--- src/hdl/sipd_pkg.sv ---
// Shared types, constants and the gamma table for the shake intensity peak detector.
package sipd_pkg;

    // Sample and fixed-point widths
    localparam int SAMPLE_BITS = 16;
    localparam int GAMMA_MILLI = 600;
    localparam int SUM_W       = 50;   // sum of three squared 25-bit differences
    localparam int ROOT_W      = 25;   // integer root of the sum
    localparam int ENERGY_W    = 17;
    localparam int ENV_W       = 33;   // Q17.16 envelope
    localparam int MUL_A_W     = 34;
    localparam int MUL_B_W     = 25;
    localparam int MUL_P_W     = MUL_A_W + MUL_B_W;

    // Configuration port
    localparam int ADDR_W = 5;
    localparam int DATA_W = 32;

    // Register indexes (byte address / 4)
    localparam logic [2:0] REG_GRAVITY_ALPHA    = 3'd0;
    localparam logic [2:0] REG_ENVELOPE_RELEASE = 3'd1;
    localparam logic [2:0] REG_ENERGY_FLOOR     = 3'd2;
    localparam logic [2:0] REG_NORMALIZE_GAIN   = 3'd3;
    localparam logic [2:0] REG_PEAK_THRESHOLD   = 3'd4;
    localparam logic [2:0] REG_REFRACTORY_MS    = 3'd5;

    // Configuration register set
    typedef struct packed {
        logic [15:0] gravity_alpha;
        logic [15:0] envelope_release;
        logic [16:0] energy_floor;
        logic [23:0] normalize_gain;
        logic [16:0] peak_threshold;
        logic [15:0] refractory_ms;
    } t_cfg;

    typedef logic [7:0] t_gamma_lut [0:255];

    // Sign extend the used sample bits and scale to 16 fraction bits
    function automatic logic signed [31:0] sample_q16(input logic [15:0] raw);
        logic signed [SAMPLE_BITS-1:0] m;
        m = raw[SAMPLE_BITS-1:0];
        return 32'(m) <<< 16;
    endfunction

    // Integer square root, elaboration use only
    function automatic logic [63:0] isqrt_c(input logic [63:0] v_in);
        logic [63:0] v;
        logic [63:0] res;
        logic [63:0] bit_v;
        v     = v_in;
        res   = 64'd0;
        bit_v = 64'h4000_0000_0000_0000;
        for (int k = 0; k < 32; k++) begin
            if (bit_v != 64'd0) begin
                if (v >= res + bit_v) begin
                    v   = v - (res + bit_v);
                    res = (res >> 1) + bit_v;
                end else begin
                    res = res >> 1;
                end
                bit_v = bit_v >> 2;
            end
        end
        return res;
    endfunction

    // log2 of 1..255 with 16 fraction bits, elaboration use only
    function automatic logic [31:0] log2_q16(input logic [7:0] v);
        logic [3:0]  msb;
        logic [15:0] frac;
        logic [63:0] x;
        msb  = 4'd0;
        frac = 16'd0;
        for (int b = 0; b < 8; b++) begin
            if (v[b]) msb = 4'(b);
        end
        x = 64'(v) << (30 - msb);
        for (int k = 0; k < 16; k++) begin
            x    = (x * x) >> 30;
            frac = frac << 1;
            if (x >= (64'd1 << 31)) begin
                x       = x >> 1;
                frac[0] = 1'b1;
            end
        end
        return {12'd0, msb, frac};
    endfunction

    // Gamma table: round(255 * (i/255)^(GAMMA_MILLI/1000)) in integer log/exp
    function automatic t_gamma_lut gamma_build();
        t_gamma_lut  lut;
        logic [63:0] roots [0:15];
        logic [31:0] lfull;
        logic [63:0] n;
        logic [63:0] m;
        logic [63:0] ip;
        logic [63:0] f;
        logic [63:0] r;
        logic [63:0] y;
        lfull    = log2_q16(8'd255);
        roots[0] = isqrt_c(64'd1 << 59);
        for (int j = 1; j < 16; j++) begin
            roots[j] = isqrt_c(roots[j-1] << 30);
        end
        lut[0] = 8'd0;
        for (int i = 1; i < 256; i++) begin
            n  = 64'(lfull - log2_q16(8'(i)));
            m  = (n * 64'(GAMMA_MILLI)) / 64'd1000;
            ip = m >> 16;
            f  = m & 64'hFFFF;
            r  = 64'd1 << 30;
            for (int j = 0; j < 16; j++) begin
                if (f[15-j]) r = (r * roots[j]) >> 30;
            end
            r = (ip >= 64'd31) ? 64'd0 : (r >> ip);
            y = (64'd255 * r + (64'd1 << 29)) >> 30;
            lut[i] = (y > 64'd255) ? 8'd255 : y[7:0];
        end
        return lut;
    endfunction

    localparam t_gamma_lut GAMMA_LUT = gamma_build();

    localparam logic [SUM_W-1:0] ISQRT_TOP = SUM_W'(1) << (SUM_W - 2);

endpackage

--- src/hdl/shake_intensity_peak_detector_core.sv ---
// Top level of the shake intensity peak detector: sequencer, state and stream ports.
//
// Each accepted sample (x, y, z, millisecond time) yields one result. The first
// sample after reset seeds the gravity estimate and gives an all-zero result. Every
// later sample runs the gravity update and the square for each axis in turn, then
// the square root, the envelope attack or decay, the gain and the gamma table. One
// shared 34x25 multiplier is used up to eight times in turn (three gravity updates,
// three squares, the envelope decay and the gain), and the dynamic magnitude comes
// from a square root unit that resolves one bit per cycle. The block is ready again
// as soon as the result moves into the output register. The block takes no new
// sample while one is in work, but a finished result sits in an output register, so
// the next sample can be taken while that result waits. Configuration is to be
// written through the APB port only while no sample is in work; the block itself
// does not enforce this.
module shake_intensity_peak_detector_core
    import sipd_pkg::*;
(
    input  logic              i_clk,
    input  logic              i_rst_n,
    // x [15:0], y [31:16], z [47:32], time_ms [79:48]
    input  logic [79:0]       s_axis_tdata,
    input  logic              s_axis_tvalid,
    output logic              s_axis_tready,
    // intensity [7:0], peak_magnitude [24:8], zero fill [31:25]
    output logic [31:0]       m_axis_tdata,
    // peak [0]
    output logic              m_axis_tuser,
    output logic              m_axis_tvalid,
    input  logic              m_axis_tready,
    input  logic              psel,
    input  logic              penable,
    input  logic              pwrite,
    input  logic [ADDR_W-1:0] paddr,
    input  logic [DATA_W-1:0] pwdata,
    output logic [DATA_W-1:0] prdata,
    output logic              pready
);

    typedef enum logic [3:0] {
        S_IDLE,
        S_G_MUL,
        S_G_UPD,
        S_SQ_MUL,
        S_SQ_ACC,
        S_SQRT_GO,
        S_SQRT_WAIT,
        S_ENV,
        S_ENV_MUL,
        S_ENV_UPD,
        S_LIN_MUL,
        S_LIN_UPD,
        S_FIN
    } t_state;

    t_state                    r_state;
    t_cfg                      w_cfg;
    logic signed [31:0]        r_s [3];
    logic signed [31:0]        r_g [3];
    logic [31:0]               r_t;
    logic [1:0]                r_axis;
    logic [SUM_W-1:0]          r_sum;
    logic [ENERGY_W-1:0]       r_energy;
    logic [ENV_W-1:0]          r_env;
    logic [ENERGY_W-1:0]       r_prev;
    logic [31:0]               r_last;
    logic                      r_seeded;
    logic [7:0]                r_res_int;
    logic                      r_res_peak;
    logic [ENERGY_W-1:0]       r_res_mag;
    logic                      r_out_valid;
    logic [7:0]                r_out_int;
    logic                      r_out_peak;
    logic [ENERGY_W-1:0]       r_out_mag;

    logic signed [32:0]        w_diff;
    logic signed [24:0]        w_d;
    logic [ENV_W-1:0]          w_floor;
    logic [ENV_W-1:0]          w_lin;
    logic signed [MUL_A_W-1:0] w_a;
    logic signed [MUL_B_W-1:0] w_b;
    logic signed [MUL_P_W-1:0] w_p;
    logic                      w_sqrt_start;
    logic                      w_sqrt_done;
    logic [ROOT_W-1:0]         w_root;
    logic [7:0]                w_level;
    logic                      w_peak;
    logic                      w_in_xfer;
    logic                      w_out_free;

    sipd_regs u_regs (
        .i_clk   (i_clk),
        .i_rst_n (i_rst_n),
        .psel    (psel),
        .penable (penable),
        .pwrite  (pwrite),
        .paddr   (paddr),
        .pwdata  (pwdata),
        .prdata  (prdata),
        .pready  (pready),
        .o_cfg   (w_cfg)
    );

    sipd_mul u_mul (
        .i_clk (i_clk),
        .i_a   (w_a),
        .i_b   (w_b),
        .o_p   (w_p)
    );

    sipd_isqrt u_isqrt (
        .i_clk      (i_clk),
        .i_rst_n    (i_rst_n),
        .i_start    (w_sqrt_start),
        .i_radicand (r_sum),
        .o_done     (w_sqrt_done),
        .o_root     (w_root)
    );

    // Handshakes
    assign s_axis_tready = (r_state == S_IDLE);
    assign w_in_xfer     = s_axis_tvalid & s_axis_tready;
    assign w_out_free    = ~r_out_valid | m_axis_tready;
    assign m_axis_tvalid = r_out_valid;
    assign m_axis_tdata  = {7'd0, r_out_mag, r_out_int};
    assign m_axis_tuser  = r_out_peak;
    assign w_sqrt_start  = (r_state == S_SQRT_GO);

    // Per-axis difference to gravity, floored to 8 fraction bits for the square
    assign w_diff = {r_s[r_axis][31], r_s[r_axis]} - {r_g[r_axis][31], r_g[r_axis]};
    assign w_d    = w_diff[32:8];

    // Envelope above the dead zone
    assign w_floor = {w_cfg.energy_floor, 16'd0};
    assign w_lin   = (r_env > w_floor) ? (r_env - w_floor) : '0;

    // Gain result clamped to the table range
    assign w_level = (|w_p[56:40]) ? 8'hFF : w_p[39:32];

    // Rising crossing of the threshold outside the refractory time
    assign w_peak = (r_energy > w_cfg.peak_threshold) && (r_prev <= w_cfg.peak_threshold)
                 && ((r_t - r_last) > {16'd0, w_cfg.refractory_ms});

    // Select the multiplier operands for the current step
    always_comb begin
        unique case (r_state)
            S_G_MUL: begin
                w_a = {w_diff[32], w_diff};
                w_b = {9'd0, w_cfg.gravity_alpha};
            end
            S_SQ_MUL: begin
                w_a = {{9{w_d[24]}}, w_d};
                w_b = w_d;
            end
            S_ENV_MUL: begin
                w_a = {1'b0, r_env};
                w_b = {9'd0, w_cfg.envelope_release};
            end
            S_LIN_MUL: begin
                w_a = {1'b0, w_lin};
                w_b = {1'b0, w_cfg.normalize_gain};
            end
            default: begin
                w_a = '0;
                w_b = '0;
            end
        endcase
    end

    // Sequencer, state and output register
    always_ff @(posedge i_clk) begin
        if (!i_rst_n) begin
            r_state     <= S_IDLE;
            r_seeded    <= 1'b0;
            r_out_valid <= 1'b0;
            r_env       <= '0;
            r_prev      <= '0;
            r_last      <= '0;
            r_axis      <= 2'd0;
            for (int i = 0; i < 3; i++) begin
                r_g[i] <= '0;
            end
        end else begin
            // drop the result once taken, unless a new one moves in
            if (r_out_valid && m_axis_tready && (r_state != S_FIN)) begin
                r_out_valid <= 1'b0;
            end
            unique case (r_state)
                S_IDLE: begin
                    if (w_in_xfer) begin
                        r_s[0] <= sample_q16(s_axis_tdata[15:0]);
                        r_s[1] <= sample_q16(s_axis_tdata[31:16]);
                        r_s[2] <= sample_q16(s_axis_tdata[47:32]);
                        r_t    <= s_axis_tdata[79:48];
                        r_sum  <= '0;
                        r_axis <= 2'd0;
                        if (!r_seeded) begin
                            // seed gravity with this sample, result all zero
                            r_g[0]     <= sample_q16(s_axis_tdata[15:0]);
                            r_g[1]     <= sample_q16(s_axis_tdata[31:16]);
                            r_g[2]     <= sample_q16(s_axis_tdata[47:32]);
                            r_seeded   <= 1'b1;
                            r_res_int  <= 8'd0;
                            r_res_peak <= 1'b0;
                            r_res_mag  <= '0;
                            r_state    <= S_FIN;
                        end else begin
                            r_state <= S_G_MUL;
                        end
                    end
                end
                S_G_MUL: begin
                    r_state <= S_G_UPD;
                end
                S_G_UPD: begin
                    // g += floor(alpha * diff / 2^16)
                    r_g[r_axis] <= r_g[r_axis] + w_p[47:16];
                    r_state     <= S_SQ_MUL;
                end
                S_SQ_MUL: begin
                    r_state <= S_SQ_ACC;
                end
                S_SQ_ACC: begin
                    r_sum <= r_sum + w_p[SUM_W-1:0];
                    if (r_axis == 2'd2) begin
                        r_state <= S_SQRT_GO;
                    end else begin
                        r_axis  <= r_axis + 2'd1;
                        r_state <= S_G_MUL;
                    end
                end
                S_SQRT_GO: begin
                    r_state <= S_SQRT_WAIT;
                end
                S_SQRT_WAIT: begin
                    if (w_sqrt_done) begin
                        r_energy <= w_root[ROOT_W-1:8];
                        r_state  <= S_ENV;
                    end
                end
                S_ENV: begin
                    // fast attack, else decay
                    if ({r_energy, 16'd0} > r_env) begin
                        r_env   <= {r_energy, 16'd0};
                        r_state <= S_LIN_MUL;
                    end else begin
                        r_state <= S_ENV_MUL;
                    end
                end
                S_ENV_MUL: begin
                    r_state <= S_ENV_UPD;
                end
                S_ENV_UPD: begin
                    r_env   <= w_p[48:16];
                    r_state <= S_LIN_MUL;
                end
                S_LIN_MUL: begin
                    r_state <= S_LIN_UPD;
                end
                S_LIN_UPD: begin
                    r_res_int  <= GAMMA_LUT[w_level];
                    r_res_peak <= w_peak;
                    r_res_mag  <= w_peak ? r_energy : '0;
                    if (w_peak) begin
                        r_last <= r_t;
                    end
                    r_prev  <= r_energy;
                    r_state <= S_FIN;
                end
                S_FIN: begin
                    // hand the result over once the output register is free
                    if (w_out_free) begin
                        r_out_valid <= 1'b1;
                        r_out_int   <= r_res_int;
                        r_out_peak  <= r_res_peak;
                        r_out_mag   <= r_res_mag;
                        r_state     <= S_IDLE;
                    end
                end
                default: begin
                    r_state <= S_IDLE;
                end
            endcase
        end
    end

endmodule

--- src/hdl/sipd_regs.sv ---
// APB configuration registers of the shake intensity peak detector.
module sipd_regs
    import sipd_pkg::*;
(
    input  logic              i_clk,
    input  logic              i_rst_n,
    input  logic              psel,
    input  logic              penable,
    input  logic              pwrite,
    input  logic [ADDR_W-1:0] paddr,
    input  logic [DATA_W-1:0] pwdata,
    output logic [DATA_W-1:0] prdata,
    output logic              pready,
    output t_cfg              o_cfg
);

    t_cfg       r_cfg;
    logic [2:0] w_index;
    logic       w_write;

    assign w_index = paddr[4:2];
    assign w_write = psel & penable & pwrite;
    assign pready  = 1'b1;
    assign o_cfg   = r_cfg;

    // Write on the access cycle
    always_ff @(posedge i_clk) begin
        if (!i_rst_n) begin
            r_cfg.gravity_alpha    <= 16'd655;
            r_cfg.envelope_release <= 16'd62259;
            r_cfg.energy_floor     <= 17'd1024;
            r_cfg.normalize_gain   <= 24'd65535;
            r_cfg.peak_threshold   <= 17'd8192;
            r_cfg.refractory_ms    <= 16'd200;
        end else if (w_write) begin
            unique case (w_index)
                REG_GRAVITY_ALPHA:    r_cfg.gravity_alpha    <= pwdata[15:0];
                REG_ENVELOPE_RELEASE: r_cfg.envelope_release <= pwdata[15:0];
                REG_ENERGY_FLOOR:     r_cfg.energy_floor     <= pwdata[16:0];
                REG_NORMALIZE_GAIN:   r_cfg.normalize_gain   <= pwdata[23:0];
                REG_PEAK_THRESHOLD:   r_cfg.peak_threshold   <= pwdata[16:0];
                REG_REFRACTORY_MS:    r_cfg.refractory_ms    <= pwdata[15:0];
                default: ;
            endcase
        end
    end

    // Read back the addressed register
    always_comb begin
        unique case (w_index)
            REG_GRAVITY_ALPHA:    prdata = DATA_W'(r_cfg.gravity_alpha);
            REG_ENVELOPE_RELEASE: prdata = DATA_W'(r_cfg.envelope_release);
            REG_ENERGY_FLOOR:     prdata = DATA_W'(r_cfg.energy_floor);
            REG_NORMALIZE_GAIN:   prdata = DATA_W'(r_cfg.normalize_gain);
            REG_PEAK_THRESHOLD:   prdata = DATA_W'(r_cfg.peak_threshold);
            REG_REFRACTORY_MS:    prdata = DATA_W'(r_cfg.refractory_ms);
            default:              prdata = '0;
        endcase
    end

endmodule

--- src/hdl/sipd_mul.sv ---
// Shared registered signed multiplier of the shake intensity peak detector.
module sipd_mul
    import sipd_pkg::*;
(
    input  logic                      i_clk,
    input  logic signed [MUL_A_W-1:0] i_a,
    input  logic signed [MUL_B_W-1:0] i_b,
    output logic signed [MUL_P_W-1:0] o_p
);

    logic signed [MUL_P_W-1:0] r_p;

    // Register the product; it appears in the cycle after the operands
    always_ff @(posedge i_clk) begin
        r_p <= i_a * i_b;
    end

    assign o_p = r_p;

endmodule

--- src/hdl/sipd_isqrt.sv ---
// Bit-pair iterative integer square root of the shake intensity peak detector.
module sipd_isqrt
    import sipd_pkg::*;
(
    input  logic              i_clk,
    input  logic              i_rst_n,
    input  logic              i_start,
    input  logic [SUM_W-1:0]  i_radicand,
    output logic              o_done,
    output logic [ROOT_W-1:0] o_root
);

    logic [SUM_W-1:0] r_rem;
    logic [SUM_W-1:0] r_res;
    logic [SUM_W-1:0] r_bit;
    logic             r_busy;
    logic             r_done;
    logic [SUM_W-1:0] w_trial;
    logic             w_fits;

    assign w_trial = r_res + r_bit;
    assign w_fits  = (r_rem >= w_trial);
    assign o_done  = r_done;
    assign o_root  = r_res[ROOT_W-1:0];

    // One root bit per cycle, top bit pair first
    always_ff @(posedge i_clk) begin
        if (!i_rst_n) begin
            r_busy <= 1'b0;
            r_done <= 1'b0;
        end else begin
            r_done <= 1'b0;
            if (i_start) begin
                r_rem  <= i_radicand;
                r_res  <= '0;
                r_bit  <= ISQRT_TOP;
                r_busy <= 1'b1;
            end else if (r_busy) begin
                if (w_fits) begin
                    r_rem <= r_rem - w_trial;
                    r_res <= (r_res >> 1) + r_bit;
                end else begin
                    r_res <= r_res >> 1;
                end
                r_bit <= r_bit >> 2;
                if (r_bit[0]) begin
                    r_busy <= 1'b0;
                    r_done <= 1'b1;
                end
            end
        end
    end

endmodule

--- config.mk ---
export PLATFORM = sky130hd
export DESIGN_NAME = shake_intensity_peak_detector_core
export DESIGN_NICKNAME = d
export VERILOG_FILES = /design/src/hdl/sipd_pkg.sv /design/src/hdl/shake_intensity_peak_detector_core.sv /design/src/hdl/sipd_regs.sv /design/src/hdl/sipd_mul.sv /design/src/hdl/sipd_isqrt.sv
export SDC_FILE = /design/constraint.sdc
export NUM_CORES = 2
export LEC_CHECK = 0
export BUFFER_PORTS_ARGS = -buffer_cell sky130_fd_sc_hd__buf_2
export CORE_MARGIN = 2
export CORE_UTILIZATION = 55
export CTS_CLUSTER_SIZE = 8
export DETAILED_ROUTE_END_ITERATION = 10
export MAX_ROUTING_LAYER = met4
export PLACE_DENSITY = 0.8
export SYNTH_ARGS = -nofsm -noshare
export SYNTH_HDL_FRONTEND = slang
export SYNTH_SLANG_ARGS = --single-unit
--- constraint.sdc ---
create_clock -name i_clk -period 19.1 [get_ports i_clk]
set_input_delay 3.82 -clock i_clk [delete_from_list [all_inputs] [get_ports i_clk]]
set_output_delay 3.82 -clock i_clk [all_outputs]
set_load 0.01 [all_outputs]
==> results.py <==
metrics = {
    "global_route": {
        "grt.overflow.total": 0,
        "grt_max_degree": 95,
        "grt_pass1_wl_um": 349000,
        "grt_busiest_layer": "met2",
        "antenna_found_initial": 29,
        "grt_pass1_vias": 61400,
        "grt_use_met3_pct": 10.4,
        "met2_usage_pct": 51.8,
        "grt_use_met1_pct": 40.9,
        "track_usage_pct": 34.9,
    },
    "worst_setup_path": {
        "slowest_stage": "a221o_1",
        "crit_required_ps": 19700,
        "cp_slowest_stage_delay_ps": 720,
        "critPathLaunchType": "register",
        "cp_top_family": "adder cells",
        "end_kind": "register",
        "rrSetupSlack_ps": 5690,
        "cp_max_fo": 43,
        "cp_common_cell": "fa_1",
        "worstRegToRegCells": 41,
        "critical_path_class": "reg -> reg",
        "arrival_ps": 14000,
        "crit_buf_inv": 8,
        "regToRegEndpoint": "u_mul.o_p[55]",
    },
    "cells_and_area": {
        "stdcell_area_um2": 78000,
        "final_nets": 9457,
        "fill_cells": 11100,
        "drive_above_1_share_pct": 6.66,
        "area_growth_pct": 7.67,
    },
    "die": {
        "die_height_um": 367,
        "start_util_pct": 55.3,
        "fp-row-count": 133,
        "dieArea_um2": 135000,
        "core_um2": 131000,
        "die_w_um": 367,
        "io-pin-count": 192,
    },
    "detailed_routing": {
        "drt_first_pass_iters": 8,
        "ant_nets": 0,
        "vias": 61000,
        "wl_per_cell_um": 23.5,
        "vias_per_cell": 6.20,
        "drcViolationCount": 0,
        "drtIter0Drc": 7467,
        "drt_wl_total_um": 231000,
    },
    "run_status": {
        "status": "completed",
    },
    "timing": {
        "post-route-period-util_pct": 70.2,
        "hold_viol": 0,
        "clock.fmax_mhz": 74.6,
        "worst_slack_ps": 5690,
        "whs_ps": 405,
        "finalSetupViolCount": 0,
        "rsz0062_at_grt": "false",
        "fin_setup_tns_ps": 0,
        "maxSlewHeadroom_pct": 7.13,
        "finalMaxSlewViolations": 0,
        "tightest_slew_ps": 1390,
        "period_needed_ps": 13410,
        "fin_worst_skew_ps": 66.7,
    },
    "placed_design": {
        "hpwl_um": 172000,
        "postPlaceCellArea_um2": 75000,
        "gp_congestion": 1.07,
        "dp_slack_ps": 5970,
        "io_buffers": 165,
    },
    "yosys": {
        "netlist.area_leader.share_pct": 23.5,
        "synth.area.top_cells": "fa_1 24%, edfxtp_1 19%, ha_1 8.4%, dfxtp_1 7.1%, inv_1 5.7%",
        "synth_edf_count": 452,
        "syn_avg_cell_area_um2": 9.08,
        "synth_cell_types": 99,
        "synth_area_um2": 72500,
        "synthArstFlopShare_pct": 0,
        "syn_inst": 7978,
        "synth-main-ff-cell": "edfxtp_1",
        "synth-seq-area-share_pct": 25.8,
        "yosys_warnings": 0,
        "synth-seq-cells": 709,
        "yosysTopAreaCell": "fa_1",
    },
    "worst_hold_path": {
        "hp-class": "reg -> reg",
        "worst_hold_path.endpoint": "r_out_mag[3]",
        "min_from": "r_res_mag[3]",
        "min_delay_path_depth": 0,
    },
    "clock_network": {
        "cts.path.max_buffers": 3,
        "cts_tree": "yes",
        "post_cts_buffers": 0,
        "clk_pin_slew_ps": 50,
        "cts_buffers": 100,
        "insertion_delay_ps": 740,
        "h-tree-depth": 3,
        "cts.repair.resized": 0,
        "numClockSinks": 709,
        "cts-root-buf": "clkbuf_16",
        "hold_buffers": 0,
    },
    "pwr": {
        "power_leakage_nw": 35.0,
        "ir_drop_v": 0.0000843,
        "p_total_mw": 8.33,
        "powerDensity_nw_per_um2": 107,
    },
    "run": {
        "maxCapViolations": 0,
    },
}
logic make-up (layout without fill, tap and decap cells):
family	after synthesis	after routing	share of synthesized area, %
adder cells (fa/ha/maj)	1337	1337	31.9
other	2	51	0.0104
buffers and inverters	1487	1547	7.92
multiplexers	66	66	1.49
flip-flops	709	709	25.8
AND/OR/NAND/NOR	2520	2520	15.1
AO/OA/AOI/OAI	1528	1528	13.8
XOR/XNOR	329	329	3.99
where the power goes:
part           internal [mW]  total (mW)  switching [mW]
clock network          0.977        1.67           0.696
logic                   1.46        4.59            3.12
registers               1.92        2.07           0.151
through the flow:
| stage | instances | util, % |
|---|---|---|
| 2_1_floorplan | 8000 | - |
| 5_1_grt | 9837 | 59.5 |
| 3_5_place_dp | 9649 | 57.2 |
| 6_report | 9842 | 59.5 |
| 4_1_cts | 9815 | 59.4 |
| 3_3_place_gp | 9649 | 57.2 |
state kept, by name, indices dropped and copies added (netlist names), 2 cells and up, named ones only:
register       cells
u_isqrt.r_res     50
u_regs.o_cfg     106
r_t               32
r_state            4
r_g              128
r_energy          17
r_res_mag         17
u_isqrt.r_bit     25
r_env             33
r_out_int          8
r_last            32
r_out_mag         17
u_mul.o_p         57
r_sum             50
r_prev            17
r_axis             2
u_isqrt.r_rem     50
r_res_int          8
r_s               48
metal layers:
| layer | wire (um) | part of all wire (%) |
|---|---|---|
| met5 | 0 | 0 |
| met4 | 19300 | 8.4 |
| met3 | 29300 | 13 |
| met2 | 102000 | 44 |
| met1 | 80500 | 35 |
synthesized netlist by cell type (14+ instances only):
cell type and count:
inv_1 1094, nand2_1 1047, fa_1 852, nor2_1 830, ha_1 485, edfxtp_1 452, a21oi_1 444, clkbuf_1 324
o21ai_0 281, dfxtp_1 257, a21o_1 177, xnor2_1 172, xor2_1 156, nand3_1 140, a31oi_1 80, and2_1 76
and3_1 73, nor2b_1 72, nor3_1 71, a22oi_1 63, o211ai_1 61, a211oi_1 52, a22o_1 50, nand2b_1 50
nand4_1 42, o21bai_1 41, mux4_2 33, mux2i_1 30, o21a_1 30, nor4_1 28, a311oi_1 26, a221oi_1 25
or3_1 23, a31o_2 22, buf_2 22, buf_1 19, a221o_1 18, buf_4 18, a222oi_1 17, o31ai_1 15
or2_2 15, nor3b_1 14
layout by cell type, fill, tap and decap left out, types with 175 or more instances in the layout:
cell type,netlist,routed
inv_1,1094,1092
nand2_1,1047,1041
fa_1,852,852
nor2_1,830,826
ha_1,485,485
edfxtp_1,452,452
a21oi_1,444,444
o21ai_0,281,280
dfxtp_1,257,255
a21o_1,177,175
area by class of cell:
cell class | count | area (um2) | area share (%)
repair buffers | 283 | 1710 | 2.19
clock inverters | 9 | 156 | 0.200
clock buffers | 157 | 2750 | 3.52
diodes | 27 | 67.6 | 0.0866
multi-input cells | 5804 | 48300 | 61.9
flip-flops and latches | 709 | 18700 | 24.0
inverters | 1098 | 4130 | 5.30
well taps | 1755 | 2200 | 2.81
worst max path at each step:
stage,to,cells after the start
after floorplan,u_mul.o_p[46],44
after global placement,u_mul.o_p[55],41
after detailed placement,u_mul.o_p[55],41
after CTS,u_mul.o_p[55],41
after global routing,u_mul.o_p[55],41
final,u_mul.o_p[55],41
No activity file was read; power rests on OpenSTA's default activity.
